<file path="src/hw/rtl/azimuthal_average_histogram_unit_defines.svh">
// Assertion macros shared by the azimuthal average histogram RTL.
// No dependencies; included by the files that carry assertions.
`ifndef AZIMUTHAL_AVERAGE_HISTOGRAM_UNIT_DEFINES_SVH
`define AZIMUTHAL_AVERAGE_HISTOGRAM_UNIT_DEFINES_SVH

// Checked on every rising edge, switched off while reset is asserted.
`define AAH_ASSERT(lbl, clk, rst_n, prop, msg) \
  lbl: assert property (@(posedge clk) disable iff (!rst_n) prop) \
    else $error(msg);

// Checked on every rising edge, reset included.
`define AAH_ASSERT_ALWAYS(lbl, clk, prop, msg) \
  lbl: assert property (@(posedge clk) prop) else $error(msg);

`endif

</file>
<file path="src/hw/rtl/aah_ram.sv">
// Generic single-port-write, single-port-read RAM with registered read data.
// Depends on nothing; used for the bin store.
module aah_ram #(
  parameter int Width = 8,
  parameter int Depth = 16
) (
  input  logic                     clk_i,
  input  logic                     we_i,
  input  logic [$clog2(Depth)-1:0] waddr_i,
  input  logic [Width-1:0]         wdata_i,
  input  logic [$clog2(Depth)-1:0] raddr_i,
  output logic [Width-1:0]         rdata_o
);

  logic [Width-1:0] mem_q [Depth];

  // One write and one registered read each cycle.
  always_ff @(posedge clk_i) begin
    if (we_i) begin
      mem_q[waddr_i] <= wdata_i;
    end
    rdata_o <= mem_q[raddr_i];
  end

endmodule

</file>
<file path="config.mk">
export PLATFORM = sky130hd
export DESIGN_NAME = aah_ram
export DESIGN_NICKNAME = d
export VERILOG_FILES = /design/src/hw/rtl/azimuthal_average_histogram_unit_defines.svh /design/src/hw/rtl/aah_ram.sv
export SDC_FILE = /design/constraint.sdc
export NUM_CORES = 1
export LEC_CHECK = 0
export BUFFER_PORTS_ARGS = -buffer_cell sky130_fd_sc_hd__buf_4
export CORE_MARGIN = 3
export CORE_UTILIZATION = 40
export CTS_CLUSTER_SIZE = 8
export DETAILED_ROUTE_END_ITERATION = 8
export SYNTH_ARGS = -nofsm -noshare
export SYNTH_HDL_FRONTEND = slang
export SYNTH_SLANG_ARGS = --single-unit
</file>
<file path="constraint.sdc">
create_clock -name clk_i -period 2.3 [get_ports clk_i]
set_clock_uncertainty 0.05 [all_clocks]
set_input_delay 0.115 -clock clk_i [delete_from_list [all_inputs] [get_ports clk_i]]
set_output_delay 0.115 -clock clk_i [all_outputs]
set_load 0.02 [all_outputs]
</file>
; Yosys cells after proc, flatten, opt, wreduce, memory -nomap -nowiden
; Memories as Yosys holds them, arrays and structs flattened. A register that Yosys moved wholly into a read port is not among the register bits.
; Cells that the tools add are included.
[classes]
mux = 2
[ops]
columns = op, count
row1 = two-way mux 1 bit, 2
[totals]
inputBits = 18
reg_bits = 0
mem_count = 1
ram_bits = 128
output_inout_bits = 8
wordCells = 3
[mem_list]
columns = name, depth, word_bits, read_ports, rd_ports_with_merged_regs, write_ports, line_no
row1 = mem_q, 16, 8, 1, 1, 1, aah_ram.sv:15  ; logic [Width-1:0] mem_q [Depth];

; Depth between registers and ports, before layout
[logic_depth]
ltp_word = 2
mapped_depth = 5
mapped_depth_nobuf = 3

; Least setup slack after synthesis
; OpenSTA, ideal clock, no wires.
[synth_path]
kind = input-to-reg
from = input waddr_i[2]
to = memory mem_q[0][0] (enable)
setup_ns = 0.383
path_slack_ns = 0.642
required_ns = 1.867
arrival_ns = 1.225
path_buffers = 0
stages = 2
path_cell_list = or3b_2 nor3_1
[synth_rtl]
columns = element, line_no
row1 = from (decl), aah_ram.sv:9  ; input logic [$clog2(Depth)-1:0] waddr_i,
row2 = to (decl), aah_ram.sv:15
; Straight into the memory's write port.

==> impl_metrics.py <==
metrics = {
    "run_status": {
        "status": "finished, final reports clean",
    },
    "power": {
        "p_leak_nw": 2.12,
        "peakVddDrop_mv": 0.484,
        "cellPowerDensity_nw_per_um2": 919,
    },
    "clock_tree": {
        "cts_tree": "yes",
        "hold_buffers": 7,
        "postCtsSetupBuffers": 0,
        "cts.htree.levels": 4,
        "cts_resized": 0,
        "cts_root_buffer": "clkbuf_16",
        "clock_latency_ns": 0.40,
        "ctsLongestPathBuffers": 2,
        "numCtsBuffers": 17,
        "clkTransAtPathRegs_ns": 0.06,
        "clock_sinks": 136,
    },
    "setup_path": {
        "critical_path_class": "flip-flop to flip-flop",
        "r2r_cells": 3,
        "r2r_end": "rdata_o[3]",
        "reg2reg_slack_ns": 0.86,
        "cp_max_fo": 1,
        "cp.arrival_ns": 1.67,
        "cp-end-kind": "flip-flop",
        "cp.required_ns": 2.53,
        "rr_startpoint": "mem_q[1][3]",
        "cp-start-kind": "flip-flop",
    },
    "logic_synthesis": {
        "syn_avg_cell_area_sq_um": 22.5,
        "seq_area_frac_synth": 0.778,
        "synth.largest_area_cell": "edfxtp_1",
        "synth_nets": 247,
        "synth_cell_types": 19,
        "synth_top_cell_area_share": 0.747,
        "synth_cells": 229,
        "ys_seq_elements": 136,
        "yosys_warnings": 0,
        "synth_area_sq_um": 5150,
        "synth_area_leaders": "edfxtp_1, mux4_2, mux4_1",
    },
    "detailed_routing": {
        "num_vias": 2399,
        "drc_errors": 0,
        "vias_per_cell": 5.13,
        "wirelength_mm": 9.98,
        "drt_iter0_markers": 230,
        "drtAntennaViolNets": 0,
        "first_pass_iters": 5,
        "drt-wirelength-per-cell_microns": 21.3,
    },
    "final_layout": {
        "fin_nets": 305,
        "stdcell_count": 468,
        "syn_to_final_growth_pct": 21.6,
        "nFillCells": 1015,
        "drive_gt1_frac": 0.297,
        "diodes": 0,
        "final_area_sq_um": 6260,
    },
    "timing": {
        "fmax_ghz": 0.694,
        "holdWs_ns": 0.00411,
        "finalCritPeriodShare": 0.627,
        "post-route-min-period_ns": 1.44,
        "finalSetupViolCount": 0,
        "hold_violations": 0,
        "maxSlewViolCount": 0,
        "slew_headroom": 0.514,
        "rsz0062_at_grt": "false",
        "fin_setup_tns_ns": 0,
        "worstMarginPinSlew_ns": 0.727,
    },
    "global_route": {
        "grt_pass1_wl_mm": 14.9,
        "grt_usage": 0.149,
        "use_met3": 0.0461,
        "met2_usage": 0.232,
        "grt_pass1_vias": 2437,
        "antenna_found_initial": 0,
        "met1_usage": 0.200,
        "grt.overflow.total": 0,
        "busiest_layer": "met2",
        "grt_max_degree": 33,
    },
    "placed_design": {
        "port_buffers": 25,
        "place_hpwl_mm": 6.19,
        "place_area_sq_um": 5600,
        "place.gp.congestion": 0.735,
        "dp_cells": 429,
    },
    "floorplanning": {
        "io_pins": 26,
        "die_h_microns": 119,
        "fp-row-count": 40,
        "die-width_microns": 119,
        "coreArea_sq_um": 12300,
        "dieArea_sq_um": 14300,
        "start_util": 0.418,
    },
    "flow_run": {
        "cap_violations": 0,
    },
    "min_path": {
        "hold_path.class": "input port to flip-flop",
        "holdPathEnd": "mem_q[15][2]",
        "worstHoldStart": "wdata_i[2]",
        "worstHoldPathCells": 1,
    },
}
==> cells in the mapped netlist <==
library cell / n
buf_6: 3
dfxtp_1: 8
nor2b_1: 1
nand3b_1: 2
clkdlybuf4s25_2: 3
mux4_2: 18
nand2_1: 9
and2_1: 1
nand2b_1: 2
nor2_1: 13
nor3_1: 4
buf_4: 1
buf_2: 3
mux4_1: 14
nand3_1: 1
edfxtp_1: 128
and2b_1: 1
a22oi_1: 16
or3b_2: 1
==> layout by cell type (no fill, tap or decap) <==
cell type	synthesis	final
edfxtp_1	128	128
buf_4	1	41
mux4_2	18	18
clkbuf_16	0	17
a22oi_1	16	16
mux4_1	14	14
nor2_1	13	13
nand2_1	9	9
dfxtp_1	8	8
dlygate4sd3_1	0	7
nor3_1	4	4
clkinv_4	0	3
clkbuf_1	0	3
bufinv_16	0	3
nand3b_1	2	2
nand2b_1	2	2
clkinvlp_4	0	2
clkinv_2	0	2
nor2b_1	1	1
and2_1	1	1
and2b_1	1	1
nand3_1	1	1
or3b_2	1	1
inv_6	0	1
clkinv_1	0	1
buf_12	0	1
==> flip-flops by register name, summed over array words and instances (netlist names) <==
| signal | cells |
|---|---|
| mem_q | 128 |
| rdata_o | 8 |
==> critical path, stage by stage, from the launching register on <==
cell	delay, ns
edfxtp_1	0.36
mux4_1	0.51
a22oi_1	0.30
nand2_1	0.10
==> report_power, final <==
part           internal (mW)  total, mW  switching [mW]
clock                   1.70       2.67           0.965
sequential              2.77       2.79          0.0163
combinational          0.133      0.298           0.165
total                   4.61       5.75            1.15
==> kinds of logic after synthesis <==
| kind of cell | Yosys count | share of synthesized area |
|---|---|---|
| buffers and inverters | 10 | 0.0168 |
| flip-flops | 136 | 0.778 |
| AND/OR/NAND/NOR | 35 | 0.0318 |
| multiplexers | 32 | 0.150 |
| AO/OA/AOI/OAI | 16 | 0.0233 |
==> worst max path at each step <==
| stage | start | endpoint | slack (ns) | cells past startpoint |
|---|---|---|---|---|
| after floorplan | waddr_i[2] | mem_q[0][0] | 0.64 | 2 |
| after global placement | raddr_i[0] | rdata_o[1] | 0.55 | 5 |
| after detailed placement | raddr_i[0] | rdata_o[3] | 0.54 | 5 |
| after CTS | mem_q[0][1] | rdata_o[1] | 0.86 | 3 |
| after global routing | mem_q[1][3] | rdata_o[3] | 0.82 | 3 |
| final | mem_q[1][3] | rdata_o[3] | 0.86 | 3 |
==> final cells by class <==
type,count,area [sq um],share of cell area
sequential,136,4000,0.640
multi-input combinational,83,1060,0.169
clock buffer,20,437,0.0698
timing repair buffer,49,398,0.0636
tap,168,210,0.0336
clock inverter,12,154,0.0246
==> metal layers <==
| metal | routed length (microns) | share of wire | vias up |
|---|---|---|---|
| met5 | 0 | 0 | - |
| met4 | 68 | 0.0068 | 0 |
| met3 | 542 | 0.054 | 2 |
| met2 | 4940 | 0.49 | 71 |
| met1 | 4430 | 0.44 | 1229 |
| li1 | - | - | 1097 |
==> metrics by stage <==
step	total power, mW	utilization	setup WS, ns
after CTS	5.81	0.508	0.857
after global routing	5.96	0.508	0.817
final	5.75	0.508	0.859
after floorplan	3.00	-	0.642
after global placement	3.13	0.455	0.554
after detailed placement	3.13	0.455	0.541
Power figures use the tool's default switching activity.
