--- src/hw/rtl/azimuthal_average_histogram_unit_defines.svh ---
// Assertion macros shared by the azimuthal average histogram RTL.
// No dependencies; included by the files that carry assertions.
`ifndef AZIMUTHAL_AVERAGE_HISTOGRAM_UNIT_DEFINES_SVH
`define AZIMUTHAL_AVERAGE_HISTOGRAM_UNIT_DEFINES_SVH

// Checked on every rising edge, switched off while reset is asserted.
`define AAH_ASSERT(lbl, clk, rst_n, prop, msg) \
  lbl: assert property (@(posedge clk) disable iff (!rst_n) prop) \
    else $error(msg);

// Checked on every rising edge, reset included.
`define AAH_ASSERT_ALWAYS(lbl, clk, prop, msg) \
  lbl: assert property (@(posedge clk) prop) else $error(msg);

`endif

--- src/hw/rtl/aah_pkg.sv ---
// Package of the azimuthal average histogram unit: sizes, codes and types.
// Used by every module of the block but aah_ram; depends on nothing.
package aah_pkg;

  // Frame and table sizes.
  localparam int MaxWidth  = 512;
  localparam int MaxHeight = 512;
  localparam int BinCount  = 1024;

  // Field widths fixed by the interface.
  localparam int DimW    = 10;
  localparam int AspW    = 16;
  localparam int PixW    = 32;
  localparam int SelW    = 10;
  localparam int ActionW = 2;
  localparam int CfgIdxW = 2;
  localparam int CfgW    = 16;
  localparam int FracW   = 12;

  // Derived widths.
  localparam int PosW   = $clog2((MaxWidth > MaxHeight) ? MaxWidth : MaxHeight);
  localparam int BinW   = $clog2(BinCount);
  localparam int SumW   = 52;
  localparam int CountW = 19;
  localparam int EntW   = SumW + CountW;
  localparam int RadW   = PosW + AspW;
  localparam int SqW    = 2 * RadW + 2;
  localparam int RootW  = SqW / 2;
  localparam int NumW   = 60;
  localparam int DenW   = 25;

  localparam int InDataW  = 48;
  localparam int OutDataW = 160;

  localparam logic [CountW-1:0] CountMax = {CountW{1'b1}};

  // Item kinds on the input channel.
  typedef enum logic [ActionW-1:0] {
    ACT_PIXEL = 2'd0,
    ACT_READ  = 2'd1,
    ACT_CLEAR = 2'd2,
    ACT_NONE  = 2'd3
  } action_e;

  // Configuration register indexes.
  typedef enum logic [CfgIdxW-1:0] {
    CFG_WIDTH  = 2'd0,
    CFG_HEIGHT = 2'd1,
    CFG_ASPECT = 2'd2,
    CFG_SPARE  = 2'd3
  } cfg_idx_e;

  // Status of an iterative arithmetic unit.
  typedef struct packed {
    logic busy;
    logic done;
  } unit_stat_t;

  // Clamp a frame dimension to the range 2 to hi.
  function automatic logic [DimW-1:0] clamp_dim(logic [DimW-1:0] v, logic [DimW-1:0] hi);
    logic [DimW-1:0] r;
    r = v;
    if (v < DimW'(2)) r = DimW'(2);
    else if (v > hi) r = hi;
    return r;
  endfunction

endpackage

--- src/hw/rtl/aah_isqrt.sv ---
// Iterative integer square root, one root bit per cycle.
// Depends on aah_pkg.
module aah_isqrt (
  input  logic                     clk_i,
  input  logic                     rst_ni,
  input  logic                     start_i,
  input  logic [aah_pkg::SqW-1:0]  operand_i,
  output aah_pkg::unit_stat_t      stat_o,
  output logic [aah_pkg::RootW-1:0] root_o
);
  import aah_pkg::*;

  localparam int CntW = $clog2(RootW);

  logic [SqW-1:0]     rad_q;
  logic [RootW:0]     rem_q;
  logic [RootW-1:0]   root_q;
  logic [CntW-1:0]    cnt_q;
  logic               busy_q, done_q;
  logic [RootW+1:0]   rem_sh, trial, diff;
  logic               fits;

  // Bring in the next pair of operand bits and try the next root bit.
  assign rem_sh = {rem_q[RootW-1:0], rad_q[SqW-1:SqW-2]};
  assign trial  = {root_q, 2'b01};
  assign diff   = rem_sh - trial;
  assign fits   = (rem_sh >= trial);

  // Control.
  always_ff @(posedge clk_i or negedge rst_ni) begin
    if (!rst_ni) begin
      busy_q <= 1'b0;
      done_q <= 1'b0;
      cnt_q  <= '0;
    end else begin
      done_q <= 1'b0;
      if (start_i) begin
        busy_q <= 1'b1;
        cnt_q  <= '0;
      end else if (busy_q) begin
        cnt_q <= cnt_q + CntW'(1);
        if (cnt_q == CntW'(RootW - 1)) begin
          busy_q <= 1'b0;
          done_q <= 1'b1;
        end
      end
    end
  end

  // Datapath.
  always_ff @(posedge clk_i) begin
    if (start_i) begin
      rad_q  <= operand_i;
      rem_q  <= '0;
      root_q <= '0;
    end else if (busy_q) begin
      rad_q  <= rad_q << 2;
      rem_q  <= fits ? diff[RootW:0] : rem_sh[RootW:0];
      root_q <= {root_q[RootW-2:0], fits};
    end
  end

  assign stat_o.busy = busy_q;
  assign stat_o.done = done_q;
  assign root_o      = root_q;

endmodule

--- config.mk ---
export PLATFORM = sky130hd
export DESIGN_NAME = aah_isqrt
export DESIGN_NICKNAME = d
export VERILOG_FILES = /design/src/hw/rtl/azimuthal_average_histogram_unit_defines.svh /design/src/hw/rtl/aah_pkg.sv /design/src/hw/rtl/aah_isqrt.sv
export SDC_FILE = /design/constraint.sdc
export NUM_CORES = 1
export LEC_CHECK = 0
export BUFFER_PORTS_ARGS = -buffer_cell sky130_fd_sc_hd__buf_4
export CAP_MARGIN = 10
export CORE_MARGIN = 5
export CORE_UTILIZATION = 30
export CTS_BUF_LIST = sky130_fd_sc_hd__clkbuf_8
export DETAILED_ROUTE_END_ITERATION = 6
export MAX_ROUTING_LAYER = met4
export PLACE_DENSITY = 0.56
export SLEW_MARGIN = 0
export SYNTH_ARGS = -nofsm -noshare
export SYNTH_HDL_FRONTEND = slang
export SYNTH_SLANG_ARGS = --single-unit
--- constraint.sdc ---
create_clock -name clk_i -period 4.2 [get_ports clk_i]
set_input_delay 1.05 -clock clk_i [delete_from_list [all_inputs] [get_ports clk_i]]
set_output_delay 1.05 -clock clk_i [all_outputs]
set_load 0.03 [all_outputs]
Word-level counts from Yosys, hierarchy flattened. Cells that the tools add are included.

Eq/ne operators: 1. Magnitude comparators: 1. Reduce and logical (&&, ||, !) cells: 1. Multiplexer cells: 11. $add $sub $neg: 2.

Operator list (number): 52-bit two-way mux (2); 28-bit greater-or-equal comparator (1); 26-bit two-way mux (1); 26-bit subtractor (1); 5-bit two-way mux (2); 1-bit two-way mux (6); 5-bit by 1-bit adder with 5-bit output, second input constant (1); 5-bit == test, second input constant (1); 2-bit nonzero test (1).

Logic and storage cells: 22. Register bits: 111. Input bits: 55. Output and inout bits: 28.

Depth between registers and ports, before layout. Gate-level depths: netlist of run 1.

Depth after elaboration: 4. Gate-level depth with buffers: 13.

Worst setup path before layout of run 1. Ideal clock, no wire load.

Path kind: input port to flip-flop. From: input start_i. To: register rad_q[0], enable pin. Stages on the path: 4. Setup time: 0.406 ns. Arrival: 2.602 ns. Setup slack: 1.192 ns. Path through: clkbuf_1 -> nor2_1 -> clkbuf_1 -> inv_1.

Cells in the longest elaborated chain, start to end: 1.

Ends and longest elaborated chain: start: declaration (line aah_isqrt.sv:6) `input logic start_i,`; 2-bit nonzero test (no source line); end signal: assignment (line aah_isqrt.sv:53) `rad_q <= operand_i;`; end signal: assignment (line aah_isqrt.sv:57) `rad_q <= rad_q << 2;`; end: declaration (line aah_isqrt.sv:15) `logic [SqW-1:0] rad_q;`.

No other way between the ends. A chain may end at the register's enable or synchronous reset.

Worst setup path in the final report of run 1.
From: register root_q[16] (netlist: root_o[16]). To: register rem_q[4].

Cells in the longest elaborated chain, start to end: 2.

Ends and longest elaborated chain: start: declaration (line aah_isqrt.sv:17) `logic [RootW-1:0] root_q;`; start signal: assignment (line aah_isqrt.sv:59) `root_q <= {root_q[RootW-2:0], fits};`; 28-bit greater-or-equal comparator (line aah_isqrt.sv:27) `assign fits = (rem_sh >= trial);`; 26-bit two-way mux (line aah_isqrt.sv:58) `rem_q <= fits ? diff[RootW:0] : rem_sh[RootW:0];`; end signal: assignment (line aah_isqrt.sv:58); end: declaration (line aah_isqrt.sv:16) `logic [RootW:0] rem_q;`.

No other way between the ends.

==> out/results.tsv, run 1 <==
stage	metric	value	unit
finish	nNetsFinal	724	
clocking	clkLatencyLatePin	0.39	ns
detailed_routing	drtAntennaViolNets	0	
worst_setup_path	path_cells	inv_1 > ha_1 > nand4_1 > nor3b_2 > nand3_1 > a311oi_2 > or2_1 > buf_4 > mux2i_1 > a211oi_1	
floorplan	die_w	152.0	um
clocking	cts_root_buf	clkbuf_8	
power	p_per_area	590.1	nW/um2
synth	ys_seq_area_share	45.93	%
floorplan	pin_count	83	
sta	rsz0062_at_grt	no	
sta	final_hold_viol_count	0	
detailed_routing	routed_wirelength	13480	um
detailed_routing	initialDrtViolationCount	197	
clocking	cts-resized-gates	0	
finish	nFillCells	2047	
synth	synthDistinctLibCells	65	
detailed_routing	routedWlPerCell	14.75	um
worst_setup_path	cp.required	4.46	ns
finish	n_antenna_cell	0	
power	ir_drop	237.5	uV
synth	syn_nets	657	
finish	final_layout_size_suffix_gt1_share	26.09	%
sta	period_share	79.18	%
sta	worst_pin_slew	0.7574	ns
worst_setup_path	cpMaxStageDelayCell	or2_1	
sta	timing.fmax	300.7	MHz
detailed_routing	via_per_inst	4.792	
synth	ys.flop_type	edfxtp_1	
clocking	cts_tree	built	
clocking	cts_buffers	9	
sta	skew	0.01212	ns
worst_setup_path	critPathMaxFanout	15	
worst_setup_path	crit_buf_inv	2	
worst_setup_path	critical_path_class	reg2reg	
global_route	grt_pass1_vias	4630	
sta	relSlewSlack	49.51	%
clocking	clkTransAtPathRegs	0.11	ns
synth	syn_area_per_cell	10.57	um2
worst_hold_path	hp-class	in2async	
placement	portBuffers	82	
status	status	finished, final reports clean	
global_route	overflow	0	
sta	period_minus_slack	3.326	ns
floorplan	core-area	20040	um2
flow_run	cap_violations	0	
clocking	holdBufCountCts	0	
floorplan	rows	52	
placement	dpl.hpwl	9662	um
detailed_routing	drc	0	
power	power	4183	uW
clocking	cts.sinks	111	
sta	tns	0	ns
synth	ys_warn_count	0	
sta	slew_violations	0	
clocking	h-tree-depth	3	
floorplan	die_h	152.0	um
placement	place_congestion	0.8832	
floorplan	start_util	30.18	%
sta	setup_viol	0	
worst_setup_path	crit_family	simple AND/OR/NAND/NOR gates	
clocking	cts_buffer_depth	2	
power	leakagePower	0.003064	uW
worst_setup_path	worstPathArrival	3.58	ns
synth	syn_inst	572	
worst_setup_path	cp-end-kind	register	
synth	synth_area	6047	um2
synth	synth_seq_cells	111	
clocking	post-cts-setup-buffers	0	
finish	area_growth	17.24	%
worst_setup_path	max_stage_delay	0.60	ns
global_route	grt_first_pass_wirelength	22670	um
global_route	grt_max_degree	53	
detailed_routing	dr.pass1.iters	4	
global_route	antenna_found_initial	0	
worst_setup_path	start_kind	register	
synth	synth-edff-count	52	
floorplan	die_area	23100	um2
detailed_routing	via_count	4380	
synth	synth_async_sr_flop_share	6.306	%
global_route	grt_use_total	12.03	%
==> state kept, by name, indices dropped and copies added, names as in the netlist <==
register / flops
done_q: 1
rem_q: 26
rad_q: 52
cnt_q: 5
busy_q: 1
root_o: 26
==> report_power, final <==
group	switching, uW	total (uW)	internal, uW
clock	417	651	234
combinational	1140	2130	984
sequential	104	1400	1300
total	1670	4180	2520
==> cell families (layout without fill, tap and decap cells) <==
logic type      Yosys count  count (layout)  share of synthesized area (%)
compound gates          105             105                          12.15
xor+xnor                 23              23                          3.331
fa+ha+maj                30              30                          6.207
buf+inv                  67             139                          4.635
flops                   111             111                          45.93
mux                      92              92                          16.26
simple gates            144             144                          11.48
==> cells in the mapped netlist, types with 9 or more instances <==
cell type | instances | share of area [%]
dfxtp_1 | 52 | 17
inv_1 | 35 | 2.2
a21o_1 | 13 | 1.6
o21ai_0 | 15 | 1.2
nor2_1 | 62 | 3.8
edfxtp_1 | 52 | 26
mux2i_1 | 42 | 7.0
mux2_2 | 50 | 9.3
clkbuf_1 | 20 | 1.2
nor3_1 | 9 | 0.74
a21oi_1 | 22 | 1.8
a211oi_1 | 15 | 1.9
nand2_1 | 25 | 1.6
ha_1 | 30 | 6.2
xnor2_1 | 15 | 2.2
==> area by class of cell <==
cell class              count  area (um2)  area share, %
inverters                  36       135.1          1.906
multi-input cells         394        2989          42.16
repair buffers             87       653.1          9.213
clock buffers               9       123.9          1.747
flip-flops and latches    111        2779          39.20
well taps                 270       337.8          4.765
clock inverters             7       71.32          1.006
==> metrics by stage <==
stage / setup WS, ns / instance area [um2] / instances / hold slack, ns / utilization, %
after floorplan: 1.192 / 6047 / 572 / 0.4292 / -
after global placement: 1.055 / 6894 / 898 / 0.4500 / 34.40
after detailed placement: 0.8941 / 6894 / 898 / 0.4693 / 34.40
after CTS: 0.8577 / 7089 / 914 / 0.4221 / 35.38
after global routing: 0.5834 / 7089 / 914 / 0.4253 / 35.38
final: 0.8743 / 7089 / 914 / 0.4509 / 35.38
==> worst register-to-register path, delay by kind of cell (launching register included) <==
family | cells | cell delay (ns)
AOI/OAI and AO/OA | 2 | 0.47
adders and majority gates | 1 | 0.43
buffers and inverters | 2 | 0.42
DFF | 1 | 0.39
muxes | 1 | 0.24
and+or+nand+nor | 4 | 1.25
==> cells in the final DEF, fill, tap and decap left out, types with 4 or more instances in the layout <==
cell type and instances:
xnor2_1 15, nor2b_1 5, mux2_2 50, a21o_1 13
nand4_1 8, buf_4 87, xor2_1 8, mux2i_1 42
and3_1 4, nand2_1 25, o21ai_0 15, edfxtp_1 52
inv_1 34, clkbuf_8 9, nor3_1 9, a21oi_1 22
ha_1 30, a211oi_1 15, o21ai_1 7, dfrtp_1 6
nor2_1 62, dfxtp_1 52
==> final timing paths <==
kind / to / slack (ns) / start / depth (start not counted)
worst max-delay path: rem_q[4] / 0.87 / root_o[16] / 10
worst min-delay path: done_q / 0.45 / rst_ni / 1
worst max register to register: rem_q[4] / 0.87 / root_o[16] / 10
worst min register to register: rem_q[25] / 0.48 / rem_q[25] / 2
max in group asynchronous: busy_q / 3.62 / rst_ni / 1
min in group clk_i: rem_q[25] / 0.48 / rem_q[25] / 2
==> per-layer routing <==
layer | share of wire, % | track usage, %
met5 | 0 | -
met4 | 1.7 | 3.724
met3 | 5.9 | 3.953
met2 | 46 | 18.88
met1 | 46 | 14.77
Note: power is estimated with default switching activity, not from simulation.
==> run 2, diff against run 1 <==
--- a/config.mk
+++ b/config.mk
@@ -12,7 +12,7 @@
 export CTS_BUF_LIST = sky130_fd_sc_hd__clkbuf_8
 export DETAILED_ROUTE_END_ITERATION = 6
 export MAX_ROUTING_LAYER = met4
-export PLACE_DENSITY = 0.56
+export PLACE_DENSITY = 0.58
 export SLEW_MARGIN = 0
 export SYNTH_ARGS = -nofsm -noshare
 export SYNTH_HDL_FRONTEND = slang
==> constraint.sdc (replaced) <==
create_clock -name clk_i -period 2.9 [get_ports clk_i]
set_input_delay 0.725 -clock clk_i [delete_from_list [all_inputs] [get_ports clk_i]]
set_output_delay 0.725 -clock clk_i [all_outputs]
set_load 0.03 [all_outputs]
==> out/results.tsv, run 2 (synthesis gave the netlist of run 1 again) <==
stage	metric	value	unit
power	power.share.switching	39.21	%
placement	dp_slack	0.08326	ns
status	status	finished, final reports clean	
sta	setup_slack	0.1864	ns
sta	slew_violations	0	
placement	place_congestion	0.8300	
floorplan	die_area	23100	um2
power	power.internal	3861	uW
clocking	clkLatencyLatePin	0.40	ns
sta	skew	0.01757	ns
worst_setup_path	r2r-end	rem_q[18]	
floorplan	start_util	30.18	%
clocking	cts_buffers	9	
clocking	clkTransAtPathRegs	0.12	ns
worst_setup_path	critPathMaxFanout	4	
sta	relSlewSlack	27.67	%
detailed_routing	drc	0	
finish	utilization	36.43	%
detailed_routing	drtAntennaViolNets	0	
sta	whs	0.1199	ns
sta	worst_pin_slew	1.081	ns
global_route	overflow	0	
worst_setup_path	cp-end-kind	register	
worst_setup_path	r2r_slack	0.19	ns
global_route	grt_use_total	12.31	%
power	switchingPower	2490	uW
floorplan	core-area	20040	um2
clocking	cts.sinks	111	
power	p_per_area	869.9	nW/um2
detailed_routing	routed_wirelength	13900	um
global_route	grt_first_pass_wirelength	22960	um
finish	stdcell_count	933	
floorplan	pin_count	83	
detailed_routing	via_count	4441	
clocking	cts_root_buf	clkbuf_8	
placement	dpl.cell_count	915	
power	leakagePower	0.003167	uW
finish	layout_commonest_cell	buf_4	
sta	period_share	93.57	%
sta	period_minus_slack	2.714	ns
worst_setup_path	r2r_start	root_o[0]	
floorplan	die_h	152.0	um
worst_setup_path	worstPathArrival	3.04	ns
sta	setup_viol	0	
global_route	antenna_found_initial	0	
finish	final_layout_size_suffix_gt1_share	29.26	%
sta	timing.fmax	368.5	MHz
worst_hold_path	hp-class	in2async	
finish	area_growth	20.73	%
floorplan	die_w	152.0	um
detailed_routing	initialDrtViolationCount	256	
clocking	h-tree-depth	3	
finish	mostFrequentLayoutCells	104 x buf_4, 62 x nor2_1, 52 x edfxtp_1	
finish	largest_register_ff_count	52	
flow_run	cap_violations	0	
power	power_frac_clock	13.9	%
sta	tns	0	ns
worst_setup_path	setup.worst_path.start	root_o[0]	
clocking	cts_tree	built	
power	pwr-share-comb	54.2	%
finish	nFillCells	2093	
clocking	cts_buffer_depth	2	
finish	n_antenna_cell	0	
worst_setup_path	start_kind	register	
floorplan	rows	52	
worst_setup_path	critical_path_class	reg2reg	
placement	dpl.hpwl	10010	um
worst_setup_path	cp.required	3.23	ns
global_route	grt_pass1_vias	4524	
power	ir_drop	377.7	uV
worst_setup_path	r2r_cells	10	
global_route	grt_max_degree	45	
finish	largest-register	rad_q	
placement	portBuffers	82	
finish	nNetsFinal	743	
power	seq_power_share	31.9	%
detailed_routing	dr.pass1.iters	4	
detailed_routing	via_per_inst	4.760	
detailed_routing	routedWlPerCell	14.90	um
clocking	holdBufCountCts	0	
sta	final_hold_viol_count	0	
[run 2: cell count changes in the layout (fill, tap and decap cells not counted), moves of 2 or more]
cell	change
buf_12	+2
buf_4	+17
clkinvlp_4	+2
inv_1	+2
inv_8	-2
nor3_1	-2
nor3_2	+2
[run 2: power by group through the flow]
stage	registers, uW	clock network [uW]	logic, uW
2_1_floorplan	2040	0	2500
3_3_place_gp	2070	0	3250
3_5_place_dp	2060	0	3260
4_1_cts	2030	937	3280
5_1_grt	2060	985	3800
6_report	2030	886	3440
[run 2: per-stage QoR]
step	power [uW]	area (um2)
global placement	5320	7047
detailed placement	5322	7047
finish	6351	7301
floorplan	4543	6047
global route	6847	7301
CTS	6242	7222
[run 2: layout make-up]
cell class	instances	area [um2]	share of cell area (%)
clock buffer	9	123.9	1.697
clock inverter	7	51.30	0.7027
inverter	36	135.1	1.851
multi-input combinational	394	3052	41.80
sequential	111	2780	38.08
tap	270	337.8	4.627
timing repair buffer	106	820.8	11.24
[run 2: how the worst max path moves through the flow]
stage	to	slack, ns	cells after the start
2_1_floorplan	rem_q[18]	0.09	10
4_1_cts	rem_q[18]	0.06	10
6_report	rem_q[18]	0.19	10
3_3_place_gp	rem_q[23]	0.15	10
3_5_place_dp	rem_q[18]	0.08	10
5_1_grt	rem_q[18]	-0.03	10
[run 2: routing by layer]
layer	part of all wire, %	global-route usage, %
met1	45	15.08
met2	46	19.07
met3	8.0	5.119
met4	1.1	2.783
met5	0	-
[run 2: worst max-delay path: stages (launching register included)]
cell	delay [ns]
dfxtp_1	0.39
inv_1	0.06
ha_1	0.34
nor2b_2	0.19
o31a_2	0.30
o21ai_1	0.27
o211ai_1	0.19
a2111oi_2	0.45
o41ai_1	0.16
xnor2_1	0.14
o211ai_1	0.18
[run 2: timing repair]
action	4_1_cts	5_1_grt
buffers inserted	0	2
resized for setup	0	12
endpoints found under the setup margin	0	19
endpoints found under the hold margin	0	0
