[src/hw/rtl/azimuthal_average_histogram_unit_defines.svh]
// Assertion macros shared by the azimuthal average histogram RTL.
// No dependencies; included by the files that carry assertions.
`ifndef AZIMUTHAL_AVERAGE_HISTOGRAM_UNIT_DEFINES_SVH
`define AZIMUTHAL_AVERAGE_HISTOGRAM_UNIT_DEFINES_SVH

// Checked on every rising edge, switched off while reset is asserted.
`define AAH_ASSERT(lbl, clk, rst_n, prop, msg) \
  lbl: assert property (@(posedge clk) disable iff (!rst_n) prop) \
    else $error(msg);

// Checked on every rising edge, reset included.
`define AAH_ASSERT_ALWAYS(lbl, clk, prop, msg) \
  lbl: assert property (@(posedge clk) prop) else $error(msg);

`endif

[src/hw/rtl/aah_pkg.sv]
// Package of the azimuthal average histogram unit: sizes, codes and types.
// Used by every module of the block but aah_ram; depends on nothing.
package aah_pkg;

  // Frame and table sizes.
  localparam int MaxWidth  = 512;
  localparam int MaxHeight = 512;
  localparam int BinCount  = 1024;

  // Field widths fixed by the interface.
  localparam int DimW    = 10;
  localparam int AspW    = 16;
  localparam int PixW    = 32;
  localparam int SelW    = 10;
  localparam int ActionW = 2;
  localparam int CfgIdxW = 2;
  localparam int CfgW    = 16;
  localparam int FracW   = 12;

  // Derived widths.
  localparam int PosW   = $clog2((MaxWidth > MaxHeight) ? MaxWidth : MaxHeight);
  localparam int BinW   = $clog2(BinCount);
  localparam int SumW   = 52;
  localparam int CountW = 19;
  localparam int EntW   = SumW + CountW;
  localparam int RadW   = PosW + AspW;
  localparam int SqW    = 2 * RadW + 2;
  localparam int RootW  = SqW / 2;
  localparam int NumW   = 60;
  localparam int DenW   = 25;

  localparam int InDataW  = 48;
  localparam int OutDataW = 160;

  localparam logic [CountW-1:0] CountMax = {CountW{1'b1}};

  // Item kinds on the input channel.
  typedef enum logic [ActionW-1:0] {
    ACT_PIXEL = 2'd0,
    ACT_READ  = 2'd1,
    ACT_CLEAR = 2'd2,
    ACT_NONE  = 2'd3
  } action_e;

  // Configuration register indexes.
  typedef enum logic [CfgIdxW-1:0] {
    CFG_WIDTH  = 2'd0,
    CFG_HEIGHT = 2'd1,
    CFG_ASPECT = 2'd2,
    CFG_SPARE  = 2'd3
  } cfg_idx_e;

  // Status of an iterative arithmetic unit.
  typedef struct packed {
    logic busy;
    logic done;
  } unit_stat_t;

  // Clamp a frame dimension to the range 2 to hi.
  function automatic logic [DimW-1:0] clamp_dim(logic [DimW-1:0] v, logic [DimW-1:0] hi);
    logic [DimW-1:0] r;
    r = v;
    if (v < DimW'(2)) r = DimW'(2);
    else if (v > hi) r = hi;
    return r;
  endfunction

endpackage

[src/hw/rtl/aah_div.sv]
// Iterative restoring divider for unsigned operands, one quotient bit per cycle.
// Depends on aah_pkg.
module aah_div (
  input  logic                     clk_i,
  input  logic                     rst_ni,
  input  logic                     start_i,
  input  logic [aah_pkg::NumW-1:0] num_i,
  input  logic [aah_pkg::DenW-1:0] den_i,
  output aah_pkg::unit_stat_t      stat_o,
  output logic [aah_pkg::NumW-1:0] quo_o
);
  import aah_pkg::*;

  localparam int CntW = $clog2(NumW);

  logic [NumW-1:0] num_q;
  logic [DenW-1:0] den_q;
  logic [DenW-1:0] rem_q;
  logic [CntW-1:0] cnt_q;
  logic            busy_q, done_q;
  logic [DenW:0]   rem_sh, diff;
  logic            fits;

  // Shift in the next numerator bit and subtract where the divisor fits.
  assign rem_sh = {rem_q, num_q[NumW-1]};
  assign diff   = rem_sh - {1'b0, den_q};
  assign fits   = (rem_sh >= {1'b0, den_q});

  // Control.
  always_ff @(posedge clk_i or negedge rst_ni) begin
    if (!rst_ni) begin
      busy_q <= 1'b0;
      done_q <= 1'b0;
      cnt_q  <= '0;
    end else begin
      done_q <= 1'b0;
      if (start_i) begin
        busy_q <= 1'b1;
        cnt_q  <= '0;
      end else if (busy_q) begin
        cnt_q <= cnt_q + CntW'(1);
        if (cnt_q == CntW'(NumW - 1)) begin
          busy_q <= 1'b0;
          done_q <= 1'b1;
        end
      end
    end
  end

  // Datapath: the quotient bits replace the numerator bits as they go.
  always_ff @(posedge clk_i) begin
    if (start_i) begin
      num_q <= num_i;
      den_q <= den_i;
      rem_q <= '0;
    end else if (busy_q) begin
      num_q <= {num_q[NumW-2:0], fits};
      rem_q <= fits ? diff[DenW-1:0] : rem_sh[DenW-1:0];
    end
  end

  assign stat_o.busy = busy_q;
  assign stat_o.done = done_q;
  assign quo_o       = num_q;

endmodule

[config.mk]
export PLATFORM = sky130hd
export DESIGN_NAME = aah_div
export DESIGN_NICKNAME = d
export VERILOG_FILES = /design/src/hw/rtl/azimuthal_average_histogram_unit_defines.svh /design/src/hw/rtl/aah_pkg.sv /design/src/hw/rtl/aah_div.sv
export SDC_FILE = /design/constraint.sdc
export NUM_CORES = 1
export LEC_CHECK = 0
export BUFFER_PORTS_ARGS = -buffer_cell sky130_fd_sc_hd__buf_2
export CAP_MARGIN = 40
export CELL_PAD_IN_SITES_DETAIL_PLACEMENT = 0
export CELL_PAD_IN_SITES_GLOBAL_PLACEMENT = 1
export CORE_MARGIN = 3
export CORE_UTILIZATION = 25
export CTS_BUF_LIST = sky130_fd_sc_hd__clkbuf_4 sky130_fd_sc_hd__clkbuf_8
export CTS_CLUSTER_SIZE = 16
export DETAILED_ROUTE_END_ITERATION = 7
export GPL_TIMING_DRIVEN = 0
export PLACE_DENSITY = 0.56
export SETUP_SLACK_MARGIN = 0.1
export SYNTH_ARGS = -nofsm -noshare
export SYNTH_HDL_FRONTEND = slang
export SYNTH_SLANG_ARGS = --single-unit
[constraint.sdc]
create_clock -name clk_i -period 5.6 [get_ports clk_i]
set_clock_uncertainty 0.15 [all_clocks]
set_input_delay 0.56 -clock clk_i [delete_from_list [all_inputs] [get_ports clk_i]]
set_output_delay 0.56 -clock clk_i [all_outputs]
set_load 0.05 [all_outputs]
# After elaboration in Yosys (flattened, before gate mapping)
# Cells that the tools add are included.
dict set report totals {
  regBits 118
  in_bits 88
  output_inout_bits 62
}
dict set report op_classes {
  n_addsub 2
  order_cmp 1
  n_eq_ne 1
  n_mux 11
  n_reduce_logical 1
}
# cell n
set ops {}
lappend ops {{60-bit two-way mux} 2}
lappend ops {{26-bit by 25-bit greater-or-equal comparator with 1-bit output} 1}
lappend ops {{25-bit two-way mux} 1}
lappend ops {{25-bit subtractor} 1}
lappend ops {{6-bit two-way mux} 2}
lappend ops {{6-bit by 1-bit adder with 6-bit output (second input constant)} 1}
lappend ops {{6-bit == test (second input constant)} 1}
lappend ops {{1-bit two-way mux} 6}
lappend ops {{2-bit nonzero test} 1}

# Logic depth before layout (Yosys ltp)
# Gate-level depths: netlist (run 1).
dict set report depth {
  word_depth 4
  ltp_mapped 13
}

# Worst setup path after synthesis (run 1)
# Ideal clock, no wire load.
dict set report synth_timing {
  kind {register -> register}
  start {reg num_q[59], in the netlist quo_o[59]}
  end {reg num_q[0], in the netlist quo_o[0] (data pin)}
  arrival_ns 2.786
  path_slack_ns 2.404
  stages_incl_launch_ff 12
  n_path_buf 1
  cell_sequence {edfxtp_1 inv_1 ha_1 inv_1 fa_1 a21o_1 a221oi_2 o21ai_2 o211ai_1 a21oi_2 buf_2 mux2_2}
}
dict set report synth_via {
  elab_chain_len 3
}
# item line
set synth_rtl {}
lappend synth_rtl {{from (decl)} aah_div.sv:16} ;# logic [NumW-1:0] num_q;
lappend synth_rtl {{from (signal assigned)} aah_div.sv:53} ;# num_q <= num_i;
lappend synth_rtl {{from (signal assigned)} aah_div.sv:57} ;# num_q <= {num_q[NumW-2:0], fits};
lappend synth_rtl {{26-bit by 25-bit greater-or-equal comparator with 1-bit output} aah_div.sv:27} ;# assign fits = (rem_sh >= {1'b0, den_q});
lappend synth_rtl {{60-bit two-way mux} aah_div.sv:56} ;# end else if (busy_q) begin
lappend synth_rtl {{60-bit two-way mux} aah_div.sv:52} ;# if (start_i) begin
# No other way between the ends. The select of a mux whose other input is x is not followed.
# A chain may end at the register's enable or synchronous reset.

# Worst setup path in the final report (run 1)
dict set report layout_timing {
  start {in start_i}
  end {reg num_q[5], in the netlist quo_o[5] (enable)}
}
dict set report layout_via {
  elab_chain_len 1
}
# item line
set layout_rtl {}
lappend layout_rtl {{from (decl)} aah_div.sv:6} ;# input logic start_i,
lappend layout_rtl {{2-bit nonzero test (no source line)} --}
# No other way between the ends.

==> results.json, run 1 <==
{
  "setup_violations": 0,
  "grt_pass1_vias": 5040,
  "rsz0062_at_grt": "false",
  "route.detailed.drc": 0,
  "syn_nets": 637,
  "path_max_fanout": 34,
  "start_util": 0.258,
  "met2_usage": 0.218,
  "synth.area.top_cells": "edfxtp_1 42%, mux2_2 11%, dfxtp_1 8.1%, ha_1 5.3%, dfrtp_1 3.3%",
  "cp-start-kind": "primary input",
  "async_reset_ff_frac": 0.0678,
  "cts_tree": "built",
  "rows": 56,
  "slowest_delay_ns": 0.58,
  "root_buffer": "clkbuf_8",
  "rr_startpoint": "quo_o[59]",
  "design.die.area_um2": 26500,
  "period_needed_ns": 3.49,
  "post_cts_buffers": 0,
  "clkTransAtPathRegs_ns": 0.09,
  "ir_worst_vdd_mv": 0.165,
  "vias_per_cell": 4.58,
  "stdcell_area_um2": 7700,
  "leakagePower_nw": 3.20,
  "synth_seq_area_share": 0.530,
  "synth_ff_type": "edfxtp_1",
  "htreeDepth": 4,
  "slew_viol_final": 0,
  "met1_usage": 0.168,
  "die_h_um": 163,
  "numCtsBuffers": 17,
  "yosysTopAreaCellShare": 0.415,
  "clock_path_buffers": 2,
  "grt_pass1_wl_mm": 28.0,
  "synth.avg_cell_area_um2": 11.8,
  "grt_max_degree": 35,
  "synth.largest_area_cell": "edfxtp_1",
  "critPathSlowestCell": "inv_2",
  "drtPass1Iterations": 4,
  "antenna_found_initial": 0,
  "layout-drive-gt1-share": 0.374,
  "cp-startpoint": "start_i",
  "grt.total_usage": 0.136,
  "tightest_slew_ns": 0.709,
  "critical-path-top-delay-family": "buffers and inverters",
  "die_x_um": 163,
  "routed_wl_mm": 17.4,
  "path_cells": "buf_2 -> clkbuf_1 -> clkbuf_1 -> nor2_1 -> clkbuf_1 -> inv_2 -> buf_12",
  "synth-seq-cells": 118,
  "cts.sinks": 118,
  "holdCritStartpoint": "den_i[16]",
  "clkLatencyLatePin_ns": 0.45,
  "top_usage_layer": "met2",
  "met3_usage": 0.0621,
  "hp-class": "primary input to register",
  "status": "finished clean",
  "final_cell_mix": "156 x buf_2, 85 x edfxtp_1, 61 x mux2_2, 39 x nor2_1, 31 x inv_1",
  "cts-resized-gates": 0,
  "cpMostUsedCell": "clkbuf_1",
  "cp_num_buf_inv": 6,
  "io_buffers": 149,
  "synth_cell_types": 54,
  "ant_nets": 0,
  "hpwl_mm": 12.8,
  "fmaxAchievable_mhz": 286,
  "final.period_utilization": 0.623,
  "power.density_nw_per_um2": 291,
  "nets": 807,
  "wire_per_inst_um": 16.9,
  "ys_warn_count": 0,
  "worstPathArrival_ns": 3.48,
  "pin_count": 150,
  "num_vias": 4691,
  "netlist_area_um2": 6140,
  "synth_cells": 522,
  "end_kind": "register",
  "cap_violations": 0,
  "setup-tns-final_ns": 0,
  "fin_hold_ws_ns": 0.134,
  "grt_overflow": 0,
  "place_congestion": 0.814,
  "dr.first_iter.drc_count": 190,
  "coreArea_um2": 23800,
  "detailed_place.area_um2": 7310,
  "slew_headroom": 0.527,
  "cp.required_ns": 5.59,
  "finalHoldViolations": 0,
  "synth-edff-count": 85,
  "synthToLayoutAreaGrowth_pct": 25.4,
  "critical_path_class": "primary input to register",
  "final_common_cell": "buf_2"
}
[metrics by stage]
stage               std cells  setup slack [ns]   util  power, mW
floorplan                 522              2.40      -       1.35
global placement          990             0.608  0.306       1.48
detailed placement        991              1.47  0.307       1.48
CTS                      1024              1.97  0.323       2.29
global route             1024              1.73  0.323       2.36
finish                   1025              2.11  0.323       2.24
[path summary, 6_finish.rpt]
path | endpoint | slack (ns) | cells after the start
min | den_q[16] | 0.13 | 1
max reg2reg | quo_o[0] | 2.25 | 11
max in group asynchronous | busy_q | 4.79 | 2
min reg2reg | rem_q[24] | 0.31 | 2
max | quo_o[5] | 2.11 | 7
min in group asynchronous | cnt_q[5] | 0.34 | 2
[report_power, final]
| part | switching [mW] | internal (mW) | leakage [nW] |
|---|---|---|---|
| combinational | 0.283 | 0.133 | 1.81 |
| clock | 0.413 | 0.368 | 0.195 |
| sequential | 0.0347 | 1.01 | 1.19 |
| total | 0.731 | 1.51 | 3.20 |
[sequential cells by signal, summed over array words and instances (netlist names)]
signal and cells:
busy_q 1, quo_o 60, den_q 25, rem_q 25
done_q 1, cnt_q 6
[kinds of logic after synthesis]
logic type / share of synthesized area
DFF: 0.530
and+or+nand+nor: 0.0862
AOI/OAI and AO/OA: 0.114
muxes: 0.141
buffers and inverters: 0.0411
adders and majority gates: 0.0562
xor gates and xnor gates: 0.0314
[what timing repair did]
action,in CTS,in global routing
hold buffers,1,0
endpoints found under the setup margin,0,0
hold endpoints to repair,8,0
[worst register-to-register path: stages, from the launching register on]
cell,delay [ns]
edfxtp_1,0.39
inv_1,0.09
ha_1,0.16
inv_1,0.05
fa_1,0.40
a21o_1,0.23
a221oi_2,0.45
o21ai_2,0.21
o211ai_1,0.25
a21oi_2,0.15
buf_2,0.27
mux2_2,0.30
[metal layers]
metal,up-vias,share of wire,routed length (µm)
met1,2250,0.44,7670
met4,0,0.0090,156
met3,10,0.090,1560
met2,157,0.46,7990
li1,2274,-,-
met5,-,0,0
[synth_stat cells, types with 5 or more instances]
cell and count:
a21oi_1 26, xor2_1 7, nand2_1 25, edfxtp_1 85, a31oi_1 5, mux2i_1 18, ha_1 26, o21ai_1 10
mux2_2 61, a211oi_1 16, buf_2 7, o21a_1 5, a21o_1 7, xnor2_1 15, dfrtp_1 8, o21ai_0 13
dfxtp_1 25, nand4_1 12, nor2_1 39, inv_1 32, clkbuf_1 12, nand3_1 7, nor3_1 9
[cell type report]
class / instances / area (µm²)
Clock buffer: 18 / 241
Clock inverter: 14 / 141
Tap cell: 319 / 399
Multi-Input combinational cell: 345 / 2640
Buffer: 26 / 129
Fill cell: 2498 / 16100
Timing Repair Buffer: 151 / 776
Sequential cell: 118 / 3250
Inverter: 33 / 124
Antenna cell: 1 / 2.50
Note: power is estimated with default switching activity, not from simulation.
==> run 2: changes to the inputs <==
--- a/config.mk
+++ b/config.mk
@@ -15,7 +15,7 @@
 export CTS_CLUSTER_SIZE = 16
 export DETAILED_ROUTE_END_ITERATION = 7
 export GPL_TIMING_DRIVEN = 0
-export PLACE_DENSITY = 0.56
+export PLACE_DENSITY = 0.58
 export SETUP_SLACK_MARGIN = 0.1
 export SYNTH_ARGS = -nofsm -noshare
 export SYNTH_HDL_FRONTEND = slang
==> constraint.sdc (replaced) <==
create_clock -name clk_i -period 3.08 [get_ports clk_i]
set_clock_uncertainty 0.15 [all_clocks]
set_input_delay 0.308 -clock clk_i [delete_from_list [all_inputs] [get_ports clk_i]]
set_output_delay 0.308 -clock clk_i [all_outputs]
set_load 0.05 [all_outputs]
==> run 2 against run 1 <==
Via count grew 7.3%. Routed wire length is 1.6% higher. Critical path depth up 4. Cell area rose by 13%. Largest power group unchanged. Count of clock-buffer cells in the layout shrank 1. Total power is 86% higher. Die area unchanged. Global-route usage decreased by 0.12 points. Cell count grew 8.8%.
==> results.json, run 2 (synthesis gave the netlist of run 1 again) <==
{
  "status": "finished clean",
  "cpMostUsedCell": "inv_2",
  "clkLatencyLatePin_ns": 0.44,
  "layout-drive-gt1-share": 0.363,
  "rows": 56,
  "cap_violations": 0,
  "worstPathArrival_ns": 3.06,
  "grt_max_degree": 38,
  "final.period_utilization": 0.976,
  "wire_per_inst_um": 15.8,
  "cts_tree": "built",
  "multi_input_area_um2": 2750,
  "die_h_um": 163,
  "num_vias": 5035,
  "largest_reg_flops": 60,
  "drtPass1Iterations": 5,
  "start_util": 0.258,
  "totalPowerFinal_mw": 4.17,
  "slew_headroom": 0.520,
  "rsz0062_at_grt": "true",
  "hp-class": "primary input to register",
  "leakagePower_nw": 3.59,
  "grt_pass1_vias": 5348,
  "period_needed_ns": 3.01,
  "design.die.area_um2": 26500,
  "ir_worst_vdd_mv": 0.283,
  "route.detailed.drc": 0,
  "critical_path_class": "register to register",
  "slew_viol_final": 0,
  "pin_count": 150,
  "seq_area_um2": 3250,
  "htreeDepth": 4,
  "slowest_delay_ns": 0.43,
  "synthToLayoutAreaGrowth_pct": 41.7,
  "grt_pass1_wl_mm": 27.8,
  "io_buffers": 149,
  "coreArea_um2": 23800,
  "setup_slack_ns": 0.0744,
  "finalHoldViolations": 0,
  "cp.required_ns": 3.13,
  "cts.sinks": 118,
  "clkTransAtPathRegs_ns": 0.08,
  "clock_path_buffers": 2,
  "detailed_place.area_um2": 7330,
  "routed_wl_mm": 17.6,
  "root_buffer": "clkbuf_8",
  "cp-start-kind": "register",
  "die_x_um": 163,
  "end_kind": "register",
  "fillCellCount": 2387,
  "final_common_cell": "buf_2",
  "tightest_slew_ns": 0.719,
  "grt.total_usage": 0.134,
  "stdcell_area_um2": 8710,
  "grt_overflow": 0,
  "vias_per_cell": 4.52,
  "power.density_nw_per_um2": 478,
  "ant_nets": 0,
  "nets": 898,
  "dr.first_iter.drc_count": 199,
  "path_cells": "inv_2 -> ha_4 -> inv_2 -> fa_2 -> a21o_1 -> a221oi_4 -> o21ai_4 -> o211ai_1 -> a21oi_4 -> buf_6 -> mux2_2",
  "diodes": 0,
  "dp_slack_ns": -0.807,
  "fin_hold_ws_ns": 0.0426,
  "critical-path-top-delay-family": "compound AO/OA/AOI/OAI gates",
  "cp_num_buf_inv": 3,
  "place_congestion": 0.841,
  "fmaxAchievable_mhz": 333,
  "hpwl_mm": 12.6,
  "path_max_fanout": 10,
  "numCtsBuffers": 17,
  "setup-tns-final_ns": 0,
  "final_cell_mix": "154 x buf_2, 85 x edfxtp_1, 82 x dlygate4sd3_1, 61 x mux2_2, 37 x nor2_1",
  "setup_violations": 0,
  "critPathSlowestCell": "edfxtp_1",
  "antenna_found_initial": 0
}
## run 2: timing repair
action	CTS	global route
endpoints found under the hold margin	86	3
gates resized for setup	5	22
setup buffers	2	7
setup endpoints to repair	76	22
cloned	0	1
pin swaps	1	7
hold buffers	79	3
## run 2: area by class of cell
type,instances,area share
Multi-Input combinational cell,345,0.316
Tap cell,319,0.0458
Sequential cell,118,0.374
Timing Repair Buffer,242,0.192
Clock buffer,17,0.0269
Inverter,33,0.0145
Buffer,26,0.0157
Clock inverter,15,0.0164
## run 2: metal layers
layer  vias to the layer above  share of wire  GRT usage
li1                       2465              -          -
met3                        19          0.079     0.0577
met1                      2375           0.44      0.161
met5                         -              0          0
met2                       176           0.46      0.218
met4                         0          0.018     0.0438
## run 2: per-stage QoR
step,cells,utilization
floorplan,522,-
global placement,990,0.307
detailed placement,991,0.308
CTS,1104,0.358
global route,1115,0.365
finish,1115,0.365
## run 2: path summary, 6_finish.rpt
kind,from,end,slack (ns),depth (start not counted)
max in group asynchronous,rst_ni,busy_q,2.49,2
min reg2reg,rem_q[24],rem_q[24],0.32,2
max,quo_o[59],quo_o[0],0.07,11
min,num_i[46],quo_o[46],0.04,2
min in group asynchronous,rst_ni,cnt_q[5],0.11,2
max reg2reg,quo_o[59],quo_o[0],0.07,11
## run 2: report_power, final
group,leakage [nW],switching (mW),internal [mW]
combinational,2.22,0.536,0.319
clock,0.184,0.755,0.657
sequential,1.19,0.0647,1.83
